`src/rtl/core/wmvs_pkg.sv`:
```
// shared types, codes and defaults for the windowed mean / variance / stddev block
// no dependencies; imported by windowed_mean_variance_stddev
package wmvs_pkg;

    // default sizing of the accumulators
    localparam int MAX_SAMPLES_DEF = 4096;
    localparam int SAMPLE_BITS_DEF = 16;

    // fixed field widths
    localparam int TIME_W   = 32;
    localparam int VALUE_W  = 16;
    localparam int WINDOW_W = 16;
    localparam int BIN_W    = 32;
    localparam int COUNT_W  = 13;
    localparam int MEAN_W   = 16;
    localparam int VAR_W    = 32;
    localparam int SQRT_W   = 16;

    localparam logic [WINDOW_W-1:0] WINDOW_RESET = 16'd60;
    localparam logic [COUNT_W-1:0]  COUNT_MAX    = '1;
    localparam logic [VAR_W-1:0]    VAR_MAX      = '1;

    // input word codes
    localparam logic KIND_SAMPLE = 1'b0;
    localparam logic KIND_FLUSH  = 1'b1;

    // result word codes
    localparam logic STATUS_STATS = 1'b0;
    localparam logic STATUS_LATE  = 1'b1;

    typedef struct packed {
        logic              kind;
        logic [TIME_W-1:0]  time_seconds;
        logic [VALUE_W-1:0] sample_value;
    } t_sample;

    typedef struct packed {
        logic               status;
        logic [BIN_W-1:0]   bin_index;
        logic [COUNT_W-1:0] sample_count;
        logic [MEAN_W-1:0]  mean_value;
        logic [VAR_W-1:0]   variance_value;
        logic [SQRT_W-1:0]  std_deviation;
        logic               overflowed;
    } t_result;

    typedef enum logic [3:0] {
        ST_IDLE,
        ST_TDIV,
        ST_DECIDE,
        ST_OPEN,
        ST_ACC,
        ST_SDIV,
        ST_SDONE,
        ST_MQQN,
        ST_MQR,
        ST_DIFF,
        ST_VDIV,
        ST_VDONE,
        ST_MRR,
        ST_FIX,
        ST_SQRT,
        ST_EMIT
    } t_state;

endpackage

```
`src/rtl/core/windowed_mean_variance_stddev.sv`:
```
// Windowed mean, sample variance and standard deviation of time-stamped samples.
// One word is taken at a time. A sample runs a 32-step restoring division of its
// time by the window (one quotient bit per cycle) before the next word is taken.
// Closing a bin (flush or a sample for a later bin) adds the SW-step sum division,
// the QW-step variance division and a 16-step square root (for a bin of one sample
// only the sum division), plus any wait for the output register, with
// SW = VB + CW and QW = 2*VB + CW, VB = min(SAMPLE_BITS, 16) and
// CW = clog2(MAX_SAMPLES_PER_BIN + 1). The divisions and the square root all run on
// one shared subtract/compare unit, with one shared multiplier for the squares and
// correction products. The result word sits in an output register, so the block
// goes on with a new word while it waits.
// Depends on wmvs_pkg.
module windowed_mean_variance_stddev
    import wmvs_pkg::*;
#(
    parameter int MAX_SAMPLES_PER_BIN = MAX_SAMPLES_DEF,
    parameter int SAMPLE_BITS         = SAMPLE_BITS_DEF
) (
    input  logic                i_clk,
    input  logic                i_rst_n,
    input  logic                i_cfg_valid,
    output logic                o_cfg_ready,
    input  logic [WINDOW_W-1:0] i_cfg_data,
    input  logic                i_in_valid,
    output logic                o_in_ready,
    input  t_sample             i_in_data,
    output logic                o_out_valid,
    input  logic                i_out_ready,
    output t_result             o_out_data
);

    localparam int VB   = (SAMPLE_BITS < VALUE_W) ? SAMPLE_BITS : VALUE_W;
    localparam int CW   = $clog2(MAX_SAMPLES_PER_BIN + 1);
    localparam int SW   = VB + CW;
    localparam int QW   = 2 * VB + CW;
    localparam int DVW  = (QW > TIME_W) ? QW : TIME_W;
    localparam int DDW  = (CW > WINDOW_W) ? CW : WINDOW_W;
    localparam int UW   = (DDW + 1 > 19) ? DDW + 1 : 19;
    localparam int MAW  = (2 * VB > CW) ? 2 * VB : CW;
    localparam int MBW  = (VB > CW) ? VB : CW;
    localparam int PW   = MAW + MBW;
    localparam int AW   = (QW > VAR_W) ? QW : VAR_W;
    localparam int CXW  = (CW > COUNT_W) ? CW : COUNT_W;
    localparam int CNTW = $clog2(DVW + 1);

    t_state r_state, n_state;

    // bin accumulators
    logic              r_active;
    logic [BIN_W-1:0]  r_open_bin;
    logic [CW-1:0]     r_count;
    logic [SW-1:0]     r_sum;
    logic [QW-1:0]     r_sq;
    logic              r_ovf;
    logic [WINDOW_W-1:0] r_window;

    // working registers
    logic [VB-1:0]     r_v;
    logic [BIN_W-1:0]  r_new_bin;
    logic              r_late;
    logic              r_reopen;
    logic [DVW-1:0]    r_quo;
    logic [UW-1:0]     r_rem;
    logic [DDW-1:0]    r_den;
    logic [CNTW-1:0]   r_cnt;
    logic [SQRT_W-1:0] r_root;
    logic [VB-1:0]     r_mean;
    logic [CW-1:0]     r_r;
    logic [PW-1:0]     r_t1;
    logic [PW-1:0]     r_t2;
    logic [QW-1:0]     r_a;
    logic [VAR_W-1:0]  r_var;

    logic              r_out_valid;
    t_result           r_out;

    logic              w_in_acc;
    logic              w_ld_tdiv;
    logic              w_ld_sdiv;
    logic              w_emit;
    logic              w_last;
    logic [MAW-1:0]    w_mul_a;
    logic [MBW-1:0]    w_mul_b;
    logic [PW-1:0]     w_prod;
    logic [UW-1:0]     w_sub_a;
    logic [UW-1:0]     w_sub_b;
    logic [UW:0]       w_diff;
    logic              w_borrow;
    logic [WINDOW_W-1:0] w_win;
    logic [BIN_W-1:0]  w_bin;
    logic [QW-1:0]     w_d;
    logic [QW-1:0]     w_afix;
    logic [AW-1:0]     w_aext;
    logic [VAR_W-1:0]  w_var;
    logic [CXW-1:0]    w_cext;
    logic [COUNT_W-1:0] w_cnt_out;

    assign w_in_acc = i_in_valid && o_in_ready;
    assign w_last   = (r_cnt == CNTW'(1));
    assign w_win    = (r_window == '0) ? WINDOW_W'(1) : r_window;
    assign w_bin    = r_quo[BIN_W-1:0];

    // shared multiplier and shared subtractor
    assign w_prod   = w_mul_a * w_mul_b;
    assign w_diff   = {1'b0, w_sub_a} - {1'b0, w_sub_b};
    assign w_borrow = w_diff[UW];

    // d = sq - q*q*n - 2*q*r, exact in QW bits
    assign w_d    = r_sq - QW'(r_t1) - QW'({r_t2, 1'b0});
    assign w_afix = (r_t1 < r_t2) ? (r_a - QW'(1)) : r_a;
    assign w_aext = AW'(w_afix);
    assign w_var  = (w_aext > AW'(VAR_MAX)) ? VAR_MAX : w_aext[VAR_W-1:0];
    assign w_cext = CXW'(r_count);
    assign w_cnt_out = (w_cext > CXW'(COUNT_MAX)) ? COUNT_MAX : w_cext[COUNT_W-1:0];

    // next state
    always_comb begin
        n_state = r_state;
        unique case (r_state)
            ST_IDLE: begin
                if (w_in_acc) begin
                    if (i_in_data.kind == KIND_SAMPLE) begin
                        n_state = ST_TDIV;
                    end else if (r_active) begin
                        n_state = ST_SDIV;
                    end
                end
            end
            ST_TDIV:   if (w_last) n_state = ST_DECIDE;
            ST_DECIDE: begin
                priority if (!r_active) begin
                    n_state = ST_OPEN;
                end else if (w_bin == r_open_bin) begin
                    n_state = (r_count >= CW'(MAX_SAMPLES_PER_BIN)) ? ST_IDLE : ST_ACC;
                end else if (w_bin > r_open_bin) begin
                    n_state = ST_SDIV;
                end else begin
                    n_state = ST_EMIT;
                end
            end
            ST_OPEN:   n_state = ST_IDLE;
            ST_ACC:    n_state = ST_IDLE;
            ST_SDIV:   if (w_last) n_state = ST_SDONE;
            ST_SDONE:  n_state = (r_count <= CW'(1)) ? ST_EMIT : ST_MQQN;
            ST_MQQN:   n_state = ST_MQR;
            ST_MQR:    n_state = ST_DIFF;
            ST_DIFF:   n_state = ST_VDIV;
            ST_VDIV:   if (w_last) n_state = ST_VDONE;
            ST_VDONE:  n_state = ST_MRR;
            ST_MRR:    n_state = ST_FIX;
            ST_FIX:    n_state = ST_SQRT;
            ST_SQRT:   if (w_last) n_state = ST_EMIT;
            ST_EMIT: begin
                if (!r_out_valid || i_out_ready) begin
                    n_state = (r_reopen && !r_late) ? ST_OPEN : ST_IDLE;
                end
            end
            default:   n_state = ST_IDLE;
        endcase
    end

    // control and operand selection
    always_comb begin
        o_in_ready = (r_state == ST_IDLE);
        w_ld_tdiv  = (r_state == ST_IDLE) && (n_state == ST_TDIV);
        w_ld_sdiv  = (r_state != ST_SDIV) && (n_state == ST_SDIV);
        w_emit     = (r_state == ST_EMIT) && (!r_out_valid || i_out_ready);
        w_mul_a    = '0;
        w_mul_b    = '0;
        unique case (r_state)
            ST_OPEN, ST_ACC: begin
                w_mul_a = MAW'(r_v);
                w_mul_b = MBW'(r_v);
            end
            ST_SDONE: begin
                w_mul_a = MAW'(r_quo[VB-1:0]);
                w_mul_b = MBW'(r_quo[VB-1:0]);
            end
            ST_MQQN: begin
                w_mul_a = MAW'(r_t1[2*VB-1:0]);
                w_mul_b = MBW'(r_count);
            end
            ST_MQR: begin
                w_mul_a = MAW'(r_mean);
                w_mul_b = MBW'(r_r);
            end
            ST_VDONE: begin
                w_mul_a = MAW'(r_count);
                w_mul_b = MBW'(r_rem[CW-1:0]);
            end
            ST_MRR: begin
                w_mul_a = MAW'(r_r);
                w_mul_b = MBW'(r_r);
            end
            default: begin
                w_mul_a = '0;
                w_mul_b = '0;
            end
        endcase
        if (r_state == ST_SQRT) begin
            w_sub_a = UW'({r_rem[UW-3:0], r_quo[DVW-1:DVW-2]});
            w_sub_b = UW'({r_root, 2'b01});
        end else begin
            w_sub_a = UW'({r_rem[DDW-1:0], r_quo[DVW-1]});
            w_sub_b = UW'(r_den);
        end
    end

    // control state
    always_ff @(posedge i_clk) begin
        if (!i_rst_n) begin
            r_state     <= ST_IDLE;
            r_window    <= WINDOW_RESET;
            r_active    <= 1'b0;
            r_open_bin  <= '0;
            r_count     <= '0;
            r_sum       <= '0;
            r_sq        <= '0;
            r_ovf       <= 1'b0;
            r_late      <= 1'b0;
            r_reopen    <= 1'b0;
            r_cnt       <= '0;
            r_out_valid <= 1'b0;
        end else begin
            r_state <= n_state;
            if (i_cfg_valid && o_cfg_ready) begin
                r_window <= i_cfg_data;
            end
            if (w_in_acc) begin
                r_late   <= 1'b0;
                r_reopen <= 1'b0;
            end
            if (w_ld_tdiv) begin
                r_cnt <= CNTW'(TIME_W);
            end else if (w_ld_sdiv) begin
                r_cnt <= CNTW'(SW);
            end else if (r_state == ST_DIFF) begin
                r_cnt <= CNTW'(QW);
            end else if (r_state == ST_FIX) begin
                r_cnt <= CNTW'(SQRT_W);
            end else if (r_state == ST_TDIV || r_state == ST_SDIV ||
                         r_state == ST_VDIV || r_state == ST_SQRT) begin
                r_cnt <= r_cnt - CNTW'(1);
            end
            if (r_state == ST_DECIDE && r_active && w_bin != r_open_bin) begin
                r_reopen <= (w_bin > r_open_bin);
                r_late   <= (w_bin < r_open_bin);
            end
            if (r_state == ST_DECIDE && r_active && w_bin == r_open_bin &&
                r_count >= CW'(MAX_SAMPLES_PER_BIN)) begin
                r_ovf <= 1'b1;
            end
            if (r_state == ST_OPEN) begin
                r_active   <= 1'b1;
                r_open_bin <= r_new_bin;
                r_count    <= CW'(1);
                r_sum      <= SW'(r_v);
                r_sq       <= QW'(w_prod);
                r_ovf      <= 1'b0;
            end
            if (r_state == ST_ACC) begin
                r_count <= r_count + CW'(1);
                r_sum   <= r_sum + SW'(r_v);
                r_sq    <= r_sq + QW'(w_prod);
            end
            // flush closes the bin as its word is loaded into the output register
            if (w_emit && !r_late && !r_reopen) begin
                r_active <= 1'b0;
                r_count  <= '0;
                r_sum    <= '0;
                r_sq     <= '0;
                r_ovf    <= 1'b0;
            end
            if (w_emit) begin
                r_out_valid <= 1'b1;
            end else if (i_out_ready) begin
                r_out_valid <= 1'b0;
            end
        end
    end

    // datapath
    always_ff @(posedge i_clk) begin
        if (w_in_acc) begin
            r_v <= i_in_data.sample_value[VB-1:0];
        end
        if (r_state == ST_DECIDE) begin
            r_new_bin <= w_bin;
        end
        if (w_ld_tdiv) begin
            r_quo <= DVW'(i_in_data.time_seconds) << (DVW - TIME_W);
            r_rem <= '0;
            r_den <= DDW'(w_win);
        end else if (w_ld_sdiv) begin
            r_quo <= DVW'(r_sum) << (DVW - SW);
            r_rem <= '0;
            r_den <= DDW'(r_count);
        end else begin
            unique case (r_state)
                ST_TDIV, ST_SDIV, ST_VDIV: begin
                    // restoring divide, one quotient bit per cycle
                    r_quo <= {r_quo[DVW-2:0], !w_borrow};
                    r_rem <= w_borrow ? w_sub_a : w_diff[UW-1:0];
                end
                ST_SQRT: begin
                    r_quo  <= {r_quo[DVW-3:0], 2'b00};
                    r_rem  <= w_borrow ? w_sub_a : w_diff[UW-1:0];
                    r_root <= {r_root[SQRT_W-2:0], !w_borrow};
                end
                ST_SDONE: begin
                    r_mean <= r_quo[VB-1:0];
                    r_r    <= r_rem[CW-1:0];
                    r_t1   <= w_prod;
                    r_var  <= '0;
                    r_root <= '0;
                end
                ST_MQQN: begin
                    r_t1 <= w_prod;
                end
                ST_MQR: begin
                    r_t2 <= w_prod;
                end
                ST_DIFF: begin
                    r_quo <= DVW'(w_d) << (DVW - QW);
                    r_rem <= '0;
                    r_den <= DDW'(r_count - CW'(1));
                end
                ST_VDONE: begin
                    r_a  <= r_quo[QW-1:0];
                    r_t1 <= w_prod;
                end
                ST_MRR: begin
                    r_t2 <= w_prod;
                end
                ST_FIX: begin
                    r_var  <= w_var;
                    r_quo  <= DVW'(w_var) << (DVW - VAR_W);
                    r_rem  <= '0;
                    r_root <= '0;
                end
                default: begin
                end
            endcase
        end
        if (w_emit) begin
            if (r_late) begin
                r_out.status         <= STATUS_LATE;
                r_out.bin_index      <= r_new_bin;
                r_out.sample_count   <= '0;
                r_out.mean_value     <= '0;
                r_out.variance_value <= '0;
                r_out.std_deviation  <= '0;
                r_out.overflowed     <= 1'b0;
            end else begin
                r_out.status         <= STATUS_STATS;
                r_out.bin_index      <= r_open_bin;
                r_out.sample_count   <= w_cnt_out;
                r_out.mean_value     <= MEAN_W'(r_mean);
                r_out.variance_value <= r_var;
                r_out.std_deviation  <= r_root;
                r_out.overflowed     <= r_ovf;
            end
        end
    end

    assign o_cfg_ready = 1'b1;
    assign o_out_valid = r_out_valid;
    assign o_out_data  = r_out;

    // an open bin always holds at least one sample
    a_active_count: assert property (@(posedge i_clk) disable iff (!i_rst_n)
        r_active == (r_count != '0))
        else $error("bin active flag and sample count disagree");

    a_count_limit: assert property (@(posedge i_clk) disable iff (!i_rst_n)
        r_count <= CW'(MAX_SAMPLES_PER_BIN))
        else $error("sample count beyond per-bin limit");

    a_ovf_full: assert property (@(posedge i_clk) disable iff (!i_rst_n)
        r_ovf |-> (r_count == CW'(MAX_SAMPLES_PER_BIN)))
        else $error("overflow flagged on a bin that is not full");

    a_sample_busy: assert property (@(posedge i_clk) disable iff (!i_rst_n)
        (w_in_acc && i_in_data.kind == KIND_SAMPLE) |=> !o_in_ready)
        else $error("ready while a sample word is being divided");

    // the root handed out is the floor square root of the variance
    a_root: assert property (@(posedge i_clk) disable iff (!i_rst_n)
        (w_emit && !r_late) |->
            ((33'(r_root) * 33'(r_root) <= 33'(r_var)) &&
             (33'(r_var) < (33'(r_root) + 33'd1) * (33'(r_root) + 33'd1))))
        else $error("square root out of range");

endmodule

```
`config.mk`:
```
export PLATFORM = sky130hd
export DESIGN_NAME = windowed_mean_variance_stddev
export DESIGN_NICKNAME = d
export VERILOG_FILES = /design/src/rtl/core/wmvs_pkg.sv /design/src/rtl/core/windowed_mean_variance_stddev.sv
export SDC_FILE = /design/constraint.sdc
export NUM_CORES = 2
export LEC_CHECK = 0
export CORE_UTILIZATION = 49
export DETAILED_ROUTE_END_ITERATION = 10
export DONT_BUFFER_PORTS = 1
export PLACE_DENSITY = 0.7
export SLEW_MARGIN = 20
export SYNTH_ARGS = -nofsm -noshare
export SYNTH_HDL_FRONTEND = slang
export SYNTH_SLANG_ARGS = --single-unit
```
`constraint.sdc`:
```
create_clock -name i_clk -period 33.1 [get_ports i_clk]
set_input_delay 4.965 -clock i_clk [delete_from_list [all_inputs] [get_ports i_clk]]
set_output_delay 4.965 -clock i_clk [all_outputs]
set_load 0.01 [all_outputs]
```
# Yosys cells after proc, flatten, opt, wreduce, memory -nomap -nowiden

Cells that the tools add are included.

Logic and storage cells: 175
Output and inout port bits: 114
Input port bits: 70
Flip-flop bits (word level): 605

Magnitude comparators: 7
Reductions and logical operators: 50
Add/subtract/negate cells: 9
Multipliers: 1
Bitwise logic cells: 3
Eq/ne operators: 21
Mux-type cells: 50

Operators with widths:

| kind                                                                              | count |
|---|---|
| 45-bit 2-to-1 mux                                                                 | 5 |
| 32-bit one-hot mux with 6 select lines                                            | 1 |
| 45-bit one-hot mux with 4 select lines                                            | 1 |
| 111-bit 2-to-1 mux                                                                | 1 |
| 45-bit subtractor                                                                 | 2 |
| 16-bit one-hot mux with 5 select lines                                            | 1 |
| 16-bit 2-to-1 mux                                                                 | 4 |
| 32-bit one-hot mux with 2 select lines                                            | 1 |
| 4-bit one-hot mux with 15 select lines                                            | 1 |
| 29-bit 2-to-1 mux                                                                 | 2 |
| 48-bit less-than comparator                                                       | 1 |
| 32-bit by 16-bit multiplier with 48-bit output                                    | 1 |
| 4-bit 2-to-1 mux                                                                  | 12 |
| 45-bit adder                                                                      | 1 |
| 45-bit by 32-bit greater-than comparator with 1-bit output, second input constant | 1 |
| 45-bit by 1-bit subtractor with 45-bit output, second input constant              | 1 |
| 13-bit 2-to-1 mux                                                                 | 3 |
| 17-bit one-hot mux with 2 select lines                                            | 1 |
| 32-bit == test                                                                    | 1 |
| 4-bit == test, second input constant                                              | 8 |
| 32-bit greater-than comparator                                                    | 1 |
| 32-bit less-than comparator                                                       | 1 |
| 32-bit 2-to-1 mux                                                                 | 1 |
| 32-bit inequality test                                                            | 1 |
| 37 further kinds                                                                  | 88 |

# Logic depth before layout (Yosys ltp)

Depth in word-level cells: 9
Mapped depth: 47
Gate-level depth less buffers: 43

# Least setup slack after synthesis

Ideal clock, no wire load.

Kind: reg2reg
Start: register r_state[3]
End: register r_sq[41]
Stages on the path, launching flop included: 42
Arrival: 11321 ps
Slack: 21652 ps
Path buffers: 4
Required time: 32972 ps
Path through: dfxtp_1 > clkbuf_1 > nand2_1 > nor2_1 > clkbuf_1 > buf_1 > nand2_1 > nand4_1 > clkbuf_1 > nand2_1 > fa_1 > fa_1 > fa_1 > inv_1 > fa_1 > fa_1 > inv_1 > fa_1 > [... 6 more ...] > a21o_1 > a21oi_1 > o21bai_1 > a21oi_1 > xnor2_1 > ha_1 > a21o_1 > a21o_1 > a21oi_1 > o21ai_0 > a2111oi_0 > nor3b_1 > o31ai_1 > a41oi_1 > o221ai_1 > xor2_1 > a222oi_1 > nor2_1

Longest elaborated chain between the ends: 6
Elaborated cells on any way between the ends: 21
Classes of those cells: add/sub (1); mul (1); eq/ne (8); mux (4); reduce/logical (7)

Ends and longest elaborated chain:

| what                                                                                             | line                                 | RTL |
|---|---|---|
| start: declaration                                                                               | windowed_mean_variance_stddev.sv:46  | `t_state r_state, n_state;` |
| start signal: assignment                                                                         | windowed_mean_variance_stddev.sv:225 | `r_state <= n_state;` |
| 4-bit by 2-bit == test with 1-bit output (tied with other cells)                                 | windowed_mean_variance_stddev.sv:170 | `unique case (r_state)` |
| 2-bit OR reduction (no line)                                                                     | --                                   |  |
| 32-bit one-hot mux with 6 select lines or 16-bit one-hot mux with 5 select lines (tied branches) | windowed_mean_variance_stddev.sv:170 |  |
| 32-bit by 16-bit multiplier with 48-bit output *                                                 | windowed_mean_variance_stddev.sv:104 | `assign w_prod = w_mul_a * w_mul_b;` |
| named net w_prod[20]                                                                             | windowed_mean_variance_stddev.sv:84  | `logic [PW-1:0] w_prod;` |
| 45-bit adder *                                                                                   | windowed_mean_variance_stddev.sv:264 | `r_sq <= r_sq + QW'(w_prod);` |
| 45-bit 2-to-1 mux *                                                                              | windowed_mean_variance_stddev.sv:261 | `if (r_state == ST_ACC) begin` |
| end signal: assignment                                                                           | windowed_mean_variance_stddev.sv:258 | `r_sq <= QW'(w_prod);` |
| end signal: assignment                                                                           | windowed_mean_variance_stddev.sv:264 |  |
| end: declaration                                                                                 | windowed_mean_variance_stddev.sv:53  | `logic [QW-1:0] r_sq;` |

The timed path passes the listed nets; every way through them passes the cells marked *. The select of a mux whose other input is x is not followed.
A chain may end at the register's enable or synchronous reset.

# Worst setup path after layout

Start: register r_state[1]
End: register r_sq[41]

Same word-level chain as after synthesis.

==> reports/results.txt <==
uppermost routed layer -> met4
switch share -> 43.0%
clk slew on worst S/H paths -> 60 ps
fin cells -> 6,468
Post-synth EDFFs -> 425
clk buf depth -> 3
Synth area leader -> edfxtp_1
CP arrival -> 12,320 ps
post-CTS setup buffer count -> 0
post_cts resized -> 0
Initial Util -> 49.3%
top post-synthesis cells by count -> nand2_1, inv_1, fa_1
multi-input gate area in the final layout -> 0.0300 mm^2
Worst Setup End Kind -> flip-flop
TNS Setup -> 0 ps
die width -> 319 um
Gate power share -> 44.6%
dpl ws -> 21,450 ps
Final Slew Violations -> 0
layout cells sized above 1 -> 5.57%
largest family of logic cells by synthesized area -> adder cells
CTS Sinks -> 605
Slew @ Worst Pin -> 1210 ps
final worst-path cycle share -> 35.7%
Vias per Instance -> 5.95
cell depth of the worst flop-to-flop path -> 39
Die Ht -> 319 um
initial antenna violation count -> 5
Max-Cap Viols -> 0
critical path class -> flip-flop to flip-flop
Final Skew -> 56.0 ps
Fmax achieved -> 84.5 MHz
Hold Crit Start -> r_open_bin[17]
Setup crit start -> r_state[1]
final setup violation count -> 0
Worst slew margin -> 18.8%
VDD IR max -> 0.0782 mV
RSZ-0062 raised after global routing -> false
first-pass GRT wire length -> 227,000 um
Placed Instance Area -> 0.0511 mm^2
DRT antenna net count -> 0
predominant post-synthesis flop cell -> edfxtp_1
mapped cell area -> 0.0493 mm^2
DRC viols -> 0
register bit total from synthesis -> 605
core area -> 0.100 mm^2
R2R setup slack -> 21,270 ps
area grow syn2layout -> 7.90%
met2 WL -> 68,800 um
CTS tree -> built
Synth Area in XOR/XNOR -> 3.28%
Simple-Gate Fraction of Synth Area -> 14.5%
fin worst setup slack -> 21,270 ps
most numerous cell on the critical path -> fa_1
Hold Vio Cnt, Final -> 0
total chip power -> 3.29 mW
RePlAce Congestion -> 0.955
# H-tree levels -> 3
Leak -> 22.4 nW
Reg power frac -> 32.9%
Net count, final -> 5,978
# fillers -> 8,924
Critical R2R Capture -> r_sq[41]
minimum hold slack -> 454 ps
Post-DP HPWL -> 115,000 um
vias in the first global route -> 37,700
pin count of the biggest net entering global routing -> 93
GR Overflow Total -> 0
CP max stage cell -> dfxtp_1
multiplexer area fraction after synthesis -> 1.12%
die area -> 0.102 mm^2
Synth cell types -> 93
worst setup path endpoint -> r_sq[41]
min-delay worst type -> flip-flop to flip-flop
Reg area -> 0.0164 mm^2
post-synthesis sequential area ratio -> 33.2%
Avg WL per Cell -> 23.0 um
Post-Syn Instances -> 5,136
Placement Rows -> 116
Net Switching -> 1.42 mW
IO Pins -> 184
Post-Route WL -> 149,000 um
Placed Cells -> 6,342
complex-gate fraction of the synthesized area -> 14.0%
Inserted Clock Buffers -> 66
pwr dens -> 61.9 mW/mm^2
top cell type's share of synthesized area -> 25.9%
clock network fraction of total power -> 22.5%
maximum fanout along the worst path -> 48
min Tclk post-route -> 11,830 ps
Int Pwr -> 1.88 mW
Async S/R FF share, synth -> 0%
M1 WL -> 59,000 um
Worst path max stage delay -> 860 ps
final instance area -> 0.0532 mm^2
Via Count -> 38,500
adder-cell area share of the yosys netlist -> 27.2%
GRT Total Usage -> 29.2%
top post-synthesis cells by area -> edfxtp_1, fa_1, ha_1
Setup crit start kind -> flip-flop
Worst Path Required -> 33,590 ps
run status -> completed
met3 wire length -> 13,400 um
Clock Tree Root -> clkbuf_16
Ys Warns -> 0
worst r2r src -> r_state[1]
most frequent cell after synthesis -> nand2_1
Synth Area per Inst -> 9.61 um^2
1st-pass router iterations -> 8
Post-CTS Hold Buffers -> 0
IO Port Bufs -> 0
post-layout util -> 53.2%
Initial DRC Count -> 3,988
Clk Latency, worst-skew pair -> 650 ps
cells by family (layout without fill, tap and decap cells):
kind of cell / Yosys count / count (layout)
multiplexers: 54 / 54
other: 2 / 52
AO/OA/AOI/OAI: 1042 / 1042
flip-flops: 605 / 605
buffers and inverters: 859 / 843
XOR/XNOR: 185 / 185
AND/OR/NAND/NOR: 1594 / 1594
adder cells (fa/ha/maj): 795 / 795
per-layer routing:
metal | vias to the layer above | global-route usage [%]
li1 | 17400 | -
met1 | 18900 | 38.0
met2 | 1789 | 47.3
met3 | 369 | 5.67
met4 | 0 | 12.9
met5 | - | 0
sequential cells by signal (all words and copies together) (netlist names), 6 cells and up:
name / count
r_t1: 48
r_v: 16
r_rem: 17
r_var: 32
r_new_bin: 32
r_window: 16
r_sum: 29
r_count: 13
r_a: 45
r_root: 16
r_t2: 48
r_open_bin: 32
r_den: 16
r_cnt: 6
r_quo: 45
r_mean: 16
o_out_data: 111
r_sq: 45
r_r: 13
area by class of cell:
cell class                      instances  share of cell area [%]
Sequential cell                       605                    30.7
Antenna cell                            3                  0.0141
Inverter                              632                    4.46
Clock buffer                           96                    3.49
Timing Repair Buffer                   89                    1.26
Tap cell                             1298                    3.05
Clock inverter                         26                   0.580
Multi-Input combinational cell       3719                    56.4
power by group through the flow:
stage,logic (mW),clock network (mW),registers (mW)
6_report,1.47,0.740,1.08
5_1_grt,1.60,0.777,1.09
3_3_place_gp,1.41,0,1.09
2_1_floorplan,0.985,0,1.04
3_5_place_dp,1.43,0,1.09
4_1_cts,1.43,0.749,1.08
worst max-delay path, delay by kind of cell, from the launching register on:
kind | cells | cell delay [ps]
simple gates | 9 | 1740
fa+ha+maj | 8 | 3780
flops | 1 | 860
compound gates | 15 | 3760
buf+inv | 5 | 960
xor+xnor | 2 | 550
worst min path at each step:
stage | to | slack, ps | cells after the start
4_1_cts | r_open_bin[18] | 460 | 2
2_1_floorplan | o_out_data[110] | 410 | 0
6_report | r_open_bin[17] | 450 | 2
5_1_grt | r_open_bin[14] | 470 | 2
3_3_place_gp | r_open_bin[9] | 440 | 2
3_5_place_dp | r_open_bin[14] | 450 | 2
cell usage in the layout (no fill, tap or decap), drive strengths merged, types with 39 or more instances in the layout:
cell / n
nand2: 680
inv: 634
fa: 464
nor2: 429
edfxtp: 425
ha: 331
a21oi: 302
o21ai: 219
dfxtp: 180
xnor2: 113
nor2b: 100
clkbuf: 96
a21o: 91
buf: 89
a22oi: 76
xor2: 72
nor3: 72
nand3: 60
nand4: 50
conb: 49
mux2i: 44
a211oi: 44
and2: 42
o21a: 39
Note: power is estimated with default switching activity, not from simulation.
